## src/rtl/assert_macros.svh

```systemverilog
// Assertion helpers used by the RTL (rexs_back).
// They expect clk and rst_n to be in scope at the point of use.
`ifndef ASSERT_MACROS_SVH
`define ASSERT_MACROS_SVH

// Same-cycle implication, disabled during reset
`define ASSERT_IMP(lbl, ante, cons) \
    lbl: assert property (@(posedge clk) disable iff (!rst_n) (ante) |-> (cons)) \
        else $error("same-cycle implication failed");

// Next-cycle implication, disabled during reset
`define ASSERT_NEXT(lbl, ante, cons) \
    lbl: assert property (@(posedge clk) disable iff (!rst_n) (ante) |=> (cons)) \
        else $error("next-cycle implication failed");

`endif

```

## src/rtl/rexs_pkg.sv

```systemverilog
// ----------------------------------------------------------------------------
// rexs_pkg
// Shared types, codes and helpers of the RISC execute step.
// ----------------------------------------------------------------------------
package rexs_pkg;

    localparam int XLEN       = 32;
    localparam int ADDR_W     = 12;
    localparam int REG_W      = 4;
    localparam int OPC_W      = 8;
    localparam int OPX_W      = 5;
    localparam int SHAMT_W    = 5;

    // Instruction memory depth; a power of two, so wrapping is a mask
    localparam int IMEM_DEPTH = 4096;
    localparam logic [ADDR_W-1:0] PC_MASK = ADDR_W'(IMEM_DEPTH - 1);

    // Decoupling queue between front and back
    localparam int QDEPTH     = 2;
    localparam int QPTR_W     = (QDEPTH > 1) ? $clog2(QDEPTH) : 1;
    localparam int QCNT_W     = $clog2(QDEPTH + 1);

    typedef enum logic [OPX_W-1:0] {
        OP_ADD  = 5'd0,
        OP_SUB  = 5'd1,
        OP_MAC  = 5'd2,
        OP_AND  = 5'd3,
        OP_OR   = 5'd4,
        OP_XOR  = 5'd5,
        OP_SLL  = 5'd6,
        OP_SRA  = 5'd7,
        OP_SRL  = 5'd8,
        OP_BEQ  = 5'd9,
        OP_BNE  = 5'd10,
        OP_BLT  = 5'd11,
        OP_BGT  = 5'd12,
        OP_BLE  = 5'd13,
        OP_BGE  = 5'd14,
        OP_JAL  = 5'd15,
        OP_LW   = 5'd16,
        OP_SW   = 5'd17,
        OP_RETI = 5'd18,
        OP_IN   = 5'd19,
        OP_OUT  = 5'd20,
        OP_HALT = 5'd21
    } op_t;

    typedef enum logic [2:0] {
        ACC_NONE     = 3'd0,
        ACC_MEM_LOAD = 3'd1,
        ACC_MEM_STOR = 3'd2,
        ACC_IO_READ  = 3'd3,
        ACC_IO_WRITE = 3'd4
    } acc_kind_t;

    typedef enum logic [1:0] {
        ST_CONTINUE = 2'd0,
        ST_HALT     = 2'd1,
        ST_ILLEGAL  = 2'd2
    } status_t;

    // Classified request as it waits in the queue
    typedef struct packed {
        op_t               opc;
        logic              illegal;
        logic              take;
        logic [REG_W-1:0]  rd;
        logic [XLEN-1:0]   a;
        logic [XLEN-1:0]   b;
        logic [XLEN-1:0]   c;
        logic [XLEN-1:0]   dv;
        logic [ADDR_W-1:0] ira;
        logic [XLEN-1:0]   prod;
    } qent_t;

    // Result as held in the output register
    typedef struct packed {
        logic              write_enable;
        logic [REG_W-1:0]  write_index;
        logic [XLEN-1:0]   write_value;
        logic [ADDR_W-1:0] next_pc;
        acc_kind_t         access_kind;
        logic [ADDR_W-1:0] access_addr;
        logic [XLEN-1:0]   access_data;
        logic              interrupt_done;
        status_t           status;
    } res_t;

    // Reduce an address to the instruction memory range
    function automatic logic [ADDR_W-1:0] pc_wrap(input logic [ADDR_W-1:0] v);
        return v & PC_MASK;
    endfunction

endpackage

```

## src/rtl/rexs_if.sv

```systemverilog
// ----------------------------------------------------------------------------
// rexs_if
// Valid/ready channels of the execute step: instruction in, result out.
// ----------------------------------------------------------------------------
interface rexs_in_if;
    logic               valid;
    logic               ready;
    logic [7:0]         op;
    logic [3:0]         dest_index;
    logic signed [31:0] src_a;
    logic signed [31:0] src_b;
    logic signed [31:0] src_c;
    logic signed [31:0] dest_value;
    logic [11:0]        irq_return_addr;

    modport source (
        output valid, op, dest_index, src_a, src_b, src_c, dest_value,
               irq_return_addr,
        input  ready
    );
    modport sink (
        input  valid, op, dest_index, src_a, src_b, src_c, dest_value,
               irq_return_addr,
        output ready
    );
endinterface

interface rexs_out_if;
    logic               valid;
    logic               ready;
    logic               write_enable;
    logic [3:0]         write_index;
    logic signed [31:0] write_value;
    logic [11:0]        next_pc;
    logic [2:0]         access_kind;
    logic [11:0]        access_addr;
    logic signed [31:0] access_data;
    logic               interrupt_done;
    logic [1:0]         status;

    modport source (
        output valid, write_enable, write_index, write_value, next_pc,
               access_kind, access_addr, access_data, interrupt_done, status,
        input  ready
    );
    modport sink (
        input  valid, write_enable, write_index, write_value, next_pc,
               access_kind, access_addr, access_data, interrupt_done, status,
        output ready
    );
endinterface

```

## src/rtl/rexs_front.sv

```systemverilog
// ----------------------------------------------------------------------------
// rexs_front
// Accept instruction requests, classify the opcode, resolve the branch
// condition and form the product for multiply-accumulate.
// ----------------------------------------------------------------------------
module rexs_front (
    rexs_in_if.sink          inst,
    output rexs_pkg::qent_t  ent,
    output logic             ent_valid,
    input  logic             ent_ready
);
    import rexs_pkg::*;

    op_t             opc;
    logic            illegal;
    logic            take;
    logic [XLEN-1:0] a;
    logic [XLEN-1:0] b;

    assign a = inst.src_a;
    assign b = inst.src_b;

    // Classify the opcode
    assign illegal = (inst.op > OPC_W'(OP_HALT));
    assign opc     = op_t'(inst.op[OPX_W-1:0]);

    // Resolve the branch condition on signed operands
    always_comb
    begin
        unique case (opc)
            OP_BEQ:  take = (a == b);
            OP_BNE:  take = (a != b);
            OP_BLT:  take = ($signed(a) <  $signed(b));
            OP_BGT:  take = ($signed(a) >  $signed(b));
            OP_BLE:  take = ($signed(a) <= $signed(b));
            OP_BGE:  take = ($signed(a) >= $signed(b));
            OP_JAL:  take = 1'b1;
            default: take = 1'b0;
        endcase
    end

    // Pack the classified request for the queue
    always_comb
    begin
        ent.opc     = opc;
        ent.illegal = illegal;
        ent.take    = take && !illegal;
        ent.rd      = inst.dest_index;
        ent.a       = a;
        ent.b       = b;
        ent.c       = inst.src_c;
        ent.dv      = inst.dest_value;
        ent.ira     = inst.irq_return_addr;
        ent.prod    = a * b;
    end

    // Hand over while the queue has room
    assign ent_valid  = inst.valid;
    assign inst.ready = ent_ready;

endmodule

```

## src/rtl/rexs_queue.sv

```systemverilog
// ----------------------------------------------------------------------------
// rexs_queue
// Short FIFO between front and back so that each side stalls on its own.
// ----------------------------------------------------------------------------
module rexs_queue (
    input  logic             clk,
    input  logic             rst_n,
    input  rexs_pkg::qent_t  push_data,
    input  logic             push_valid,
    output logic             push_ready,
    output rexs_pkg::qent_t  pop_data,
    output logic             pop_valid,
    input  logic             pop_ready
);
    import rexs_pkg::*;

    qent_t             entry_reg [QDEPTH];
    logic [QPTR_W-1:0] wr_ptr_reg, wr_ptr_next;
    logic [QPTR_W-1:0] rd_ptr_reg, rd_ptr_next;
    logic [QCNT_W-1:0] cnt_reg, cnt_next;
    logic              push;
    logic              pop;

    assign push_ready = (cnt_reg != QCNT_W'(QDEPTH));
    assign pop_valid  = (cnt_reg != '0);
    assign pop_data   = entry_reg[rd_ptr_reg];
    assign push       = push_valid && push_ready;
    assign pop        = pop_valid && pop_ready;

    // Advance pointers and occupancy
    always_comb
    begin
        wr_ptr_next = wr_ptr_reg;
        rd_ptr_next = rd_ptr_reg;
        cnt_next    = cnt_reg;
        if (push)
        begin
            wr_ptr_next = (wr_ptr_reg == QPTR_W'(QDEPTH - 1)) ? '0
                                                             : wr_ptr_reg + 1'b1;
        end
        if (pop)
        begin
            rd_ptr_next = (rd_ptr_reg == QPTR_W'(QDEPTH - 1)) ? '0
                                                             : rd_ptr_reg + 1'b1;
        end
        if (push && !pop)
        begin
            cnt_next = cnt_reg + 1'b1;
        end
        else if (pop && !push)
        begin
            cnt_next = cnt_reg - 1'b1;
        end
    end

    always_ff @(posedge clk or negedge rst_n)
    begin
        if (!rst_n)
        begin
            wr_ptr_reg <= '0;
            rd_ptr_reg <= '0;
            cnt_reg    <= '0;
        end
        else
        begin
            wr_ptr_reg <= wr_ptr_next;
            rd_ptr_reg <= rd_ptr_next;
            cnt_reg    <= cnt_next;
        end
    end

    // Store the incoming request
    always_ff @(posedge clk)
    begin
        if (push)
        begin
            entry_reg[wr_ptr_reg] <= push_data;
        end
    end

endmodule

```

## src/rtl/rexs_back.sv

```systemverilog
// ----------------------------------------------------------------------------
// rexs_back
// Execute classified requests against the program counter and hold each
// result in the output register until it is taken.
// ----------------------------------------------------------------------------
`include "assert_macros.svh"

module rexs_back (
    input  logic             clk,
    input  logic             rst_n,
    input  rexs_pkg::qent_t  head,
    input  logic             head_valid,
    output logic             head_pop,
    rexs_out_if.source       result
);
    import rexs_pkg::*;

    logic [ADDR_W-1:0] pc_reg, pc_next;
    logic              vld_reg, vld_next;
    res_t              res_reg, res_next;

    logic [ADDR_W-1:0] seq;
    logic [ADDR_W-1:0] target;
    logic [XLEN-1:0]   sum2;
    logic [XLEN-1:0]   sum3;
    logic [XLEN-1:0]   diff3;
    logic [SHAMT_W-1:0] shamt;

    logic              out_write;
    logic              out_stop;
    logic              out_no_access;
    logic              out_quiet;

    // Advance when the output register is free or being drained
    assign head_pop = head_valid && (!vld_reg || result.ready);

    assign seq    = pc_wrap(pc_reg + ADDR_W'(1));
    assign target = pc_wrap(head.c[ADDR_W-1:0]);
    assign sum2   = head.a + head.b;
    assign sum3   = sum2 + head.c;
    assign diff3  = head.a - head.b - head.c;
    assign shamt  = head.b[SHAMT_W-1:0];

    // Execute the request at the head of the queue
    always_comb
    begin
        res_next                = '0;
        res_next.next_pc        = head.take ? target : seq;
        res_next.access_kind    = ACC_NONE;
        res_next.status         = ST_CONTINUE;
        if (head.illegal)
        begin
            res_next.status = ST_ILLEGAL;
        end
        else
        begin
            unique case (head.opc)
                OP_ADD:
                begin
                    res_next.write_enable = 1'b1;
                    res_next.write_value  = sum3;
                end
                OP_SUB:
                begin
                    res_next.write_enable = 1'b1;
                    res_next.write_value  = diff3;
                end
                OP_MAC:
                begin
                    res_next.write_enable = 1'b1;
                    res_next.write_value  = head.prod + head.c;
                end
                OP_AND:
                begin
                    res_next.write_enable = 1'b1;
                    res_next.write_value  = head.a & head.b & head.c;
                end
                OP_OR:
                begin
                    res_next.write_enable = 1'b1;
                    res_next.write_value  = head.a | head.b | head.c;
                end
                OP_XOR:
                begin
                    res_next.write_enable = 1'b1;
                    res_next.write_value  = head.a ^ head.b ^ head.c;
                end
                OP_SLL:
                begin
                    res_next.write_enable = 1'b1;
                    res_next.write_value  = head.a << shamt;
                end
                OP_SRA:
                begin
                    res_next.write_enable = 1'b1;
                    res_next.write_value  = XLEN'($signed(head.a) >>> shamt);
                end
                OP_SRL:
                begin
                    res_next.write_enable = 1'b1;
                    res_next.write_value  = head.a >> shamt;
                end
                OP_BEQ, OP_BNE, OP_BLT, OP_BGT, OP_BLE, OP_BGE:
                begin
                    res_next.status = ST_CONTINUE;
                end
                OP_JAL:
                begin
                    res_next.write_enable = 1'b1;
                    res_next.write_value  = XLEN'(seq);
                end
                OP_LW:
                begin
                    res_next.access_kind = ACC_MEM_LOAD;
                    res_next.access_addr = sum3[ADDR_W-1:0];
                end
                OP_SW:
                begin
                    res_next.access_kind = ACC_MEM_STOR;
                    res_next.access_addr = sum2[ADDR_W-1:0];
                    res_next.access_data = head.c + head.dv;
                end
                OP_RETI:
                begin
                    res_next.next_pc        = pc_wrap(head.ira);
                    res_next.interrupt_done = 1'b1;
                end
                OP_IN:
                begin
                    res_next.access_kind = ACC_IO_READ;
                    res_next.access_addr = sum2[ADDR_W-1:0];
                end
                OP_OUT:
                begin
                    res_next.access_kind = ACC_IO_WRITE;
                    res_next.access_addr = sum2[ADDR_W-1:0];
                    res_next.access_data = head.c;
                end
                OP_HALT:
                begin
                    res_next.status = ST_HALT;
                end
                default:
                begin
                    res_next.status = ST_ILLEGAL;
                end
            endcase
            // Writes name their destination; loads and reads name the register that the returned data fills
            if (res_next.write_enable || res_next.access_kind == ACC_MEM_LOAD
                || res_next.access_kind == ACC_IO_READ)
            begin
                res_next.write_index = head.rd;
            end
        end
    end

    // Hold the program counter and output valid
    always_comb
    begin
        pc_next  = pc_reg;
        vld_next = vld_reg;
        if (head_pop)
        begin
            pc_next  = res_next.next_pc;
            vld_next = 1'b1;
        end
        else if (result.ready)
        begin
            vld_next = 1'b0;
        end
    end

    always_ff @(posedge clk or negedge rst_n)
    begin
        if (!rst_n)
        begin
            pc_reg  <= '0;
            vld_reg <= 1'b0;
        end
        else
        begin
            pc_reg  <= pc_next;
            vld_reg <= vld_next;
        end
    end

    // Load the output register
    always_ff @(posedge clk)
    begin
        if (head_pop)
        begin
            res_reg <= res_next;
        end
    end

    // Drive the result channel
    assign result.valid          = vld_reg;
    assign result.write_enable   = res_reg.write_enable;
    assign result.write_index    = res_reg.write_index;
    assign result.write_value    = res_reg.write_value;
    assign result.next_pc        = res_reg.next_pc;
    assign result.access_kind    = res_reg.access_kind;
    assign result.access_addr    = res_reg.access_addr;
    assign result.access_data    = res_reg.access_data;
    assign result.interrupt_done = res_reg.interrupt_done;
    assign result.status         = res_reg.status;

    // Shorthands for the held result
    assign out_write     = vld_reg && res_reg.write_enable;
    assign out_stop      = vld_reg && res_reg.status != ST_CONTINUE;
    assign out_no_access = (res_reg.access_kind == ACC_NONE);
    assign out_quiet     = out_no_access && !res_reg.write_enable && !res_reg.interrupt_done;

    `ASSERT_NEXT(a_pc_tracks_result, head_pop, pc_reg == res_reg.next_pc)
    `ASSERT_IMP(a_write_no_access, out_write, out_no_access)
    `ASSERT_IMP(a_stop_is_quiet, out_stop, out_quiet)

endmodule

```

## src/rtl/risc_execute_step.sv

```systemverilog
// A request accepted is registered first in the queue and then in the output register before its result shows.
// Throughput: one request per cycle while the result channel is ready.
// The two-entry queue lets the input keep accepting while a result waits.
// Reset clears the program counter to zero and empties queue and output register.
// ----------------------------------------------------------------------------
// risc_execute_step
// Execute stage of a three-operand RISC machine: write-back, next pc and
// memory or IO access request for each instruction.
// ----------------------------------------------------------------------------
module risc_execute_step (
    input  logic        clk,
    input  logic        rst_n,
    rexs_in_if.sink     inst,
    rexs_out_if.source  result
);
    import rexs_pkg::*;

    qent_t front_ent;
    logic  front_valid;
    logic  front_ready;
    qent_t head_ent;
    logic  head_valid;
    logic  head_pop;

    // Classify incoming requests
    rexs_front u_front (
        .inst      (inst),
        .ent       (front_ent),
        .ent_valid (front_valid),
        .ent_ready (front_ready)
    );

    // Decouple front and back
    rexs_queue u_queue (
        .clk        (clk),
        .rst_n      (rst_n),
        .push_data  (front_ent),
        .push_valid (front_valid),
        .push_ready (front_ready),
        .pop_data   (head_ent),
        .pop_valid  (head_valid),
        .pop_ready  (head_pop)
    );

    // Execute and register results
    rexs_back u_back (
        .clk        (clk),
        .rst_n      (rst_n),
        .head       (head_ent),
        .head_valid (head_valid),
        .head_pop   (head_pop),
        .result     (result)
    );

endmodule
```

## src/flat_wrapper.sv

```systemverilog
// flat-port wrapper written by rule: the top's interface ports become plain ports
module risc_execute_step_flat import rexs_pkg::*;
  (clk, rst_n, inst_valid, inst_op, inst_dest_index, inst_src_a, inst_src_b, inst_src_c, inst_dest_value, inst_irq_return_addr, inst_ready, result_valid, result_write_enable, result_write_index, result_write_value, result_next_pc, result_access_kind, result_access_addr, result_access_data, result_interrupt_done, result_status, result_ready);
  rexs_in_if inst_i ();
  rexs_out_if result_i ();
  input  logic clk;
  input  logic rst_n;
  input wire logic [$bits(inst_i.valid)-1:0] inst_valid;
  input wire logic [$bits(inst_i.op)-1:0] inst_op;
  input wire logic [$bits(inst_i.dest_index)-1:0] inst_dest_index;
  input wire logic [$bits(inst_i.src_a)-1:0] inst_src_a;
  input wire logic [$bits(inst_i.src_b)-1:0] inst_src_b;
  input wire logic [$bits(inst_i.src_c)-1:0] inst_src_c;
  input wire logic [$bits(inst_i.dest_value)-1:0] inst_dest_value;
  input wire logic [$bits(inst_i.irq_return_addr)-1:0] inst_irq_return_addr;
  output wire logic [$bits(inst_i.ready)-1:0] inst_ready;
  output wire logic [$bits(result_i.valid)-1:0] result_valid;
  output wire logic [$bits(result_i.write_enable)-1:0] result_write_enable;
  output wire logic [$bits(result_i.write_index)-1:0] result_write_index;
  output wire logic [$bits(result_i.write_value)-1:0] result_write_value;
  output wire logic [$bits(result_i.next_pc)-1:0] result_next_pc;
  output wire logic [$bits(result_i.access_kind)-1:0] result_access_kind;
  output wire logic [$bits(result_i.access_addr)-1:0] result_access_addr;
  output wire logic [$bits(result_i.access_data)-1:0] result_access_data;
  output wire logic [$bits(result_i.interrupt_done)-1:0] result_interrupt_done;
  output wire logic [$bits(result_i.status)-1:0] result_status;
  input wire logic [$bits(result_i.ready)-1:0] result_ready;
  assign inst_i.valid = inst_valid;
  assign inst_i.op = inst_op;
  assign inst_i.dest_index = inst_dest_index;
  assign inst_i.src_a = inst_src_a;
  assign inst_i.src_b = inst_src_b;
  assign inst_i.src_c = inst_src_c;
  assign inst_i.dest_value = inst_dest_value;
  assign inst_i.irq_return_addr = inst_irq_return_addr;
  assign inst_ready = inst_i.ready;
  assign result_valid = result_i.valid;
  assign result_write_enable = result_i.write_enable;
  assign result_write_index = result_i.write_index;
  assign result_write_value = result_i.write_value;
  assign result_next_pc = result_i.next_pc;
  assign result_access_kind = result_i.access_kind;
  assign result_access_addr = result_i.access_addr;
  assign result_access_data = result_i.access_data;
  assign result_interrupt_done = result_i.interrupt_done;
  assign result_status = result_i.status;
  assign result_i.ready = result_ready;
  risc_execute_step u_core (.clk(clk), .rst_n(rst_n), .inst(inst_i), .result(result_i));
endmodule
```

## config.mk

```make
export PLATFORM = sky130hd
export DESIGN_NAME = risc_execute_step_flat
export DESIGN_NICKNAME = d
export VERILOG_FILES = /design/src/rtl/rexs_pkg.sv /design/src/rtl/rexs_if.sv /design/src/rtl/rexs_front.sv /design/src/rtl/rexs_queue.sv /design/src/rtl/rexs_back.sv /design/src/rtl/risc_execute_step.sv /design/src/flat_wrapper.sv
export VERILOG_INCLUDE_DIRS = /design/src /design/src/rtl
export SDC_FILE = /design/constraint.sdc
export NUM_CORES = 2
export LEC_CHECK = 0
export ABC_AREA = 1
export BUFFER_PORTS_ARGS = -buffer_cell sky130_fd_sc_hd__buf_4
export CAP_MARGIN = 20
export CORE_UTILIZATION = 55
export DETAILED_ROUTE_END_ITERATION = 7
export HOLD_SLACK_MARGIN = 0.1
export PLACE_DENSITY = 0.73
export SETUP_SLACK_MARGIN = 0.02
export SLEW_MARGIN = 10
export SYNTH_ARGS = -nofsm -noshare
export SYNTH_HDL_FRONTEND = slang
export SYNTH_SLANG_ARGS = --single-unit
```

## constraint.sdc

```tcl
create_clock -name clk -period 24.9 [get_ports clk]
set_input_delay 2.49 -clock clk [delete_from_list [all_inputs] [get_ports clk]]
set_output_delay 2.49 -clock clk [all_outputs]
set_load 0.02 [all_outputs]
```

==> flow_metrics.env <==
export IMPL_antenna_found_initial=12
export IMPL_yosysMostFrequentCell="nand2_1"
export IMPL_synth_area_leaders="edfxtp_1 (27%), fa_1 (17%), nand2_1 (15%), inv_1 (8.8%), ha_1 (8.7%)"
export IMPL_synth_edf_count=465
export IMPL_ctsLongestPathBuffers=3
export IMPL_drt_iter0_markers=6107
export IMPL_dr_pass1_iters=8
export IMPL_grt_setup_unrepaired="false"
export IMPL_relSlewSlack_pct=26.7
export IMPL_gp_congestion=1.08
export IMPL_critical_path_slowest_cell="fa_1"
export IMPL_h_tree_depth=2
export IMPL_critPathKind="input port to register"
export IMPL_grt_ovfl_total=0
export IMPL_crit_family="adder cells"
export IMPL_setup_worst_path_start_class="input port"
export IMPL_syn_cell_area_sq_mm=0.0522
export IMPL_ys_warn_count=0
export IMPL_synth_common_cells="nand2_1 (2106), inv_1 (1220), nand3_1 (500), edfxtp_1 (465), fa_1 (443)"
export IMPL_layout_nets=7948
export IMPL_finalSetupViolations=0
export IMPL_grt_use_total_pct=43.1
export IMPL_post_cts_buffers=0
export IMPL_skew_ps=56.0
export IMPL_synth_cell_type_count=59
export IMPL_outcome="finished with violations"
export IMPL_tns_ps=0
export IMPL_hold_violations=0
export IMPL_period_share_pct=34.0
export IMPL_cts_resized=0
export IMPL_grt_max_degree=107
export IMPL_crit_path_max_incr_delay_ps=690
export IMPL_fp_row_count=112
export IMPL_cts_tree="built"
export IMPL_drc_errors=1
export IMPL_clkLatencyLatePin_ps=680
export IMPL_cp_data_arrival_time_ps=8860
export IMPL_synth_flop_cell="edfxtp_1"
export IMPL_start_util_pct=55.8
export IMPL_hold_buffers=0
export IMPL_io_pins=257
export IMPL_crit_buf_inv=6
export IMPL_min_path_type="register to register"
export IMPL_fillerInstances=8321
export IMPL_grt_pass1_vias=47100
export IMPL_tightest_slew_ps=1100
export IMPL_grt_first_pass_wirelength_mm=300
export IMPL_seq_area_sq_mm=0.0144
export IMPL_io_buffers=256
export IMPL_core_sq_mm=0.0936
export IMPL_largest_register_ffs=366
export IMPL_cts_root_buf="clkbuf_16"
export IMPL_syn_area_per_cell_sq_um=7.63
export IMPL_wire_per_inst_um=25.0
export IMPL_multi_input_area_sq_mm=0.0321
export IMPL_drv_slew=0
export IMPL_path_clk_slew_ps=60
export IMPL_crit_required_ps=25290
export IMPL_maxCapViolCount=0
export IMPL_cts_buffers_inserted=51
export IMPL_syn_to_final_growth_pct=8.80
export IMPL_die_h_um=310
export IMPL_max_freq_mhz=118
export IMPL_yosysTopAreaCellShare_pct=26.7
export IMPL_fin_crit_ps=8470
export IMPL_ys_ff_latch=482
export IMPL_fp_dieW_um=310
export IMPL_drive_gt1_share_pct=7.50
export IMPL_drt_wl_total_mm=207
export IMPL_cts_sinks=482
export IMPL_yosysSeqAreaShare_pct=27.6
export IMPL_violations="DRC"
export IMPL_path_common_cell="fa_1"
export IMPL_worstPathCellList="buf_4 -> nand2_1 -> fa_1 -> inv_1 -> fa_1 -> inv_1 -> fa_1 -> fa_1 -> inv_1 -> fa_1 -> inv_1 -> fa_1 -> fa_1 -> fa_1 -> inv_1 -> ha_1 -> nand2_1 -> nor2_1 -> nand2_1 -> o2111ai_1 -> nor2_1 -> nand3_1 -> nand2_1"
export IMPL_end_kind="register"
export IMPL_hpwl_mm=163
export IMPL_syn_nets=7803
export IMPL_ant_nets=0
export IMPL_critPathMaxFanout=30
export IMPL_synthArstFlopShare_pct=3.53
export IMPL_syn_inst=6842
export IMPL_die_area_sq_mm=0.0962
export IMPL_yosys_area_top_type="edfxtp_1"
export IMPL_viasPerCell=5.91
export IMPL_vias=49000
-- per-stage QoR --
step	area (sq um)	worst slack (ps)	cells	hold WS [ps]	utilization (%)
6_report	56800	16430	8286	480	60.7
5_1_grt	56800	16150	8282	507	60.7
4_1_cts	56800	16540	8280	485	60.7
3_5_place_dp	55100	15900	8187	473	58.9
3_3_place_gp	55100	15930	8187	460	58.9
2_1_floorplan	52200	13970	6842	446	-
-- placed cells by master (no fill, tap or decap), types with 23 or more instances in the layout --
cell type / count
a21o_1: 32
fa_1: 443
inv_1: 1220
nor3_1: 59
nand3b_1: 30
nand2_1: 2106
xor2_1: 62
or2_2: 51
edfxtp_1: 465
nand4_1: 66
o21ai_1: 23
nand3_1: 500
clkbuf_16: 51
nor2_1: 371
a21oi_1: 292
ha_1: 362
o21ai_0: 223
o211ai_1: 30
xnor2_1: 41
buf_4: 314
-- cell families (layout without fill, tap and decap cells) --
family / count (synthesis) / count (layout) / share of synthesized area, %
AO/OA/AOI/OAI: 735 / 735 / 8.05
AND/OR/NAND/NOR: 3254 / 3254 / 25.9
other: 0 / 5 / 0
multiplexers: 4 / 4 / 0.0767
XOR/XNOR: 103 / 103 / 1.73
buffers and inverters: 1459 / 1644 / 11.0
flip-flops: 482 / 482 / 27.6
adder cells (fa/ha/maj): 805 / 805 / 25.7
-- routing by layer --
metal / track usage (%) / vias to the layer above / part of all wire (%)
met2: 67.5 / 3030 / 44
met5: 0 / - / 0.050
met4: 27.0 / 14 / 7.3
li1: - / 22000 / -
met3: 9.85 / 734 / 11
met1: 54.0 / 23200 / 37
-- layout make-up --
class | instances | share of cell area, %
Sequential cell | 482 | 25.3
Timing Repair Buffer | 316 | 4.20
Inverter | 1235 | 8.17
Clock inverter | 30 | 0.579
Antenna cell | 5 | 0.0220
Clock buffer | 63 | 2.34
Multi-Input combinational cell | 4901 | 56.6
Tap cell | 1254 | 2.76
-- path summary, 6_finish.rpt --
path	to	startpoint	cells past startpoint	slack [ps]
min	u_core.u_queue.cnt_reg[0]$_DFFE_PN0P_	u_core.u_queue.cnt_reg[0]$_DFFE_PN0P_	1	480
max in group asynchronous	u_core.u_queue.rd_ptr_reg$_DFFE_PN0P_	rst_n	1	22980
min reg2reg	u_core.u_queue.cnt_reg[0]$_DFFE_PN0P_	u_core.u_queue.cnt_reg[0]$_DFFE_PN0P_	1	480
min in group asynchronous	u_core.u_back.pc_reg[4]$_DFFE_PN0P_	rst_n	1	1690
max reg2reg	u_core.u_back.result.write_value[31]$_SDFFCE_PP0P_	u_core.u_queue.rd_ptr_reg$_DFFE_PN0P_	27	16960
max	u_core.u_queue.entry_reg[0][31]$_DFFE_PP_	inst_src_b[5]	23	16430
Power is not shown: default switching activity piles up to over one toggle a cycle in this logic, so the estimate is an artifact.
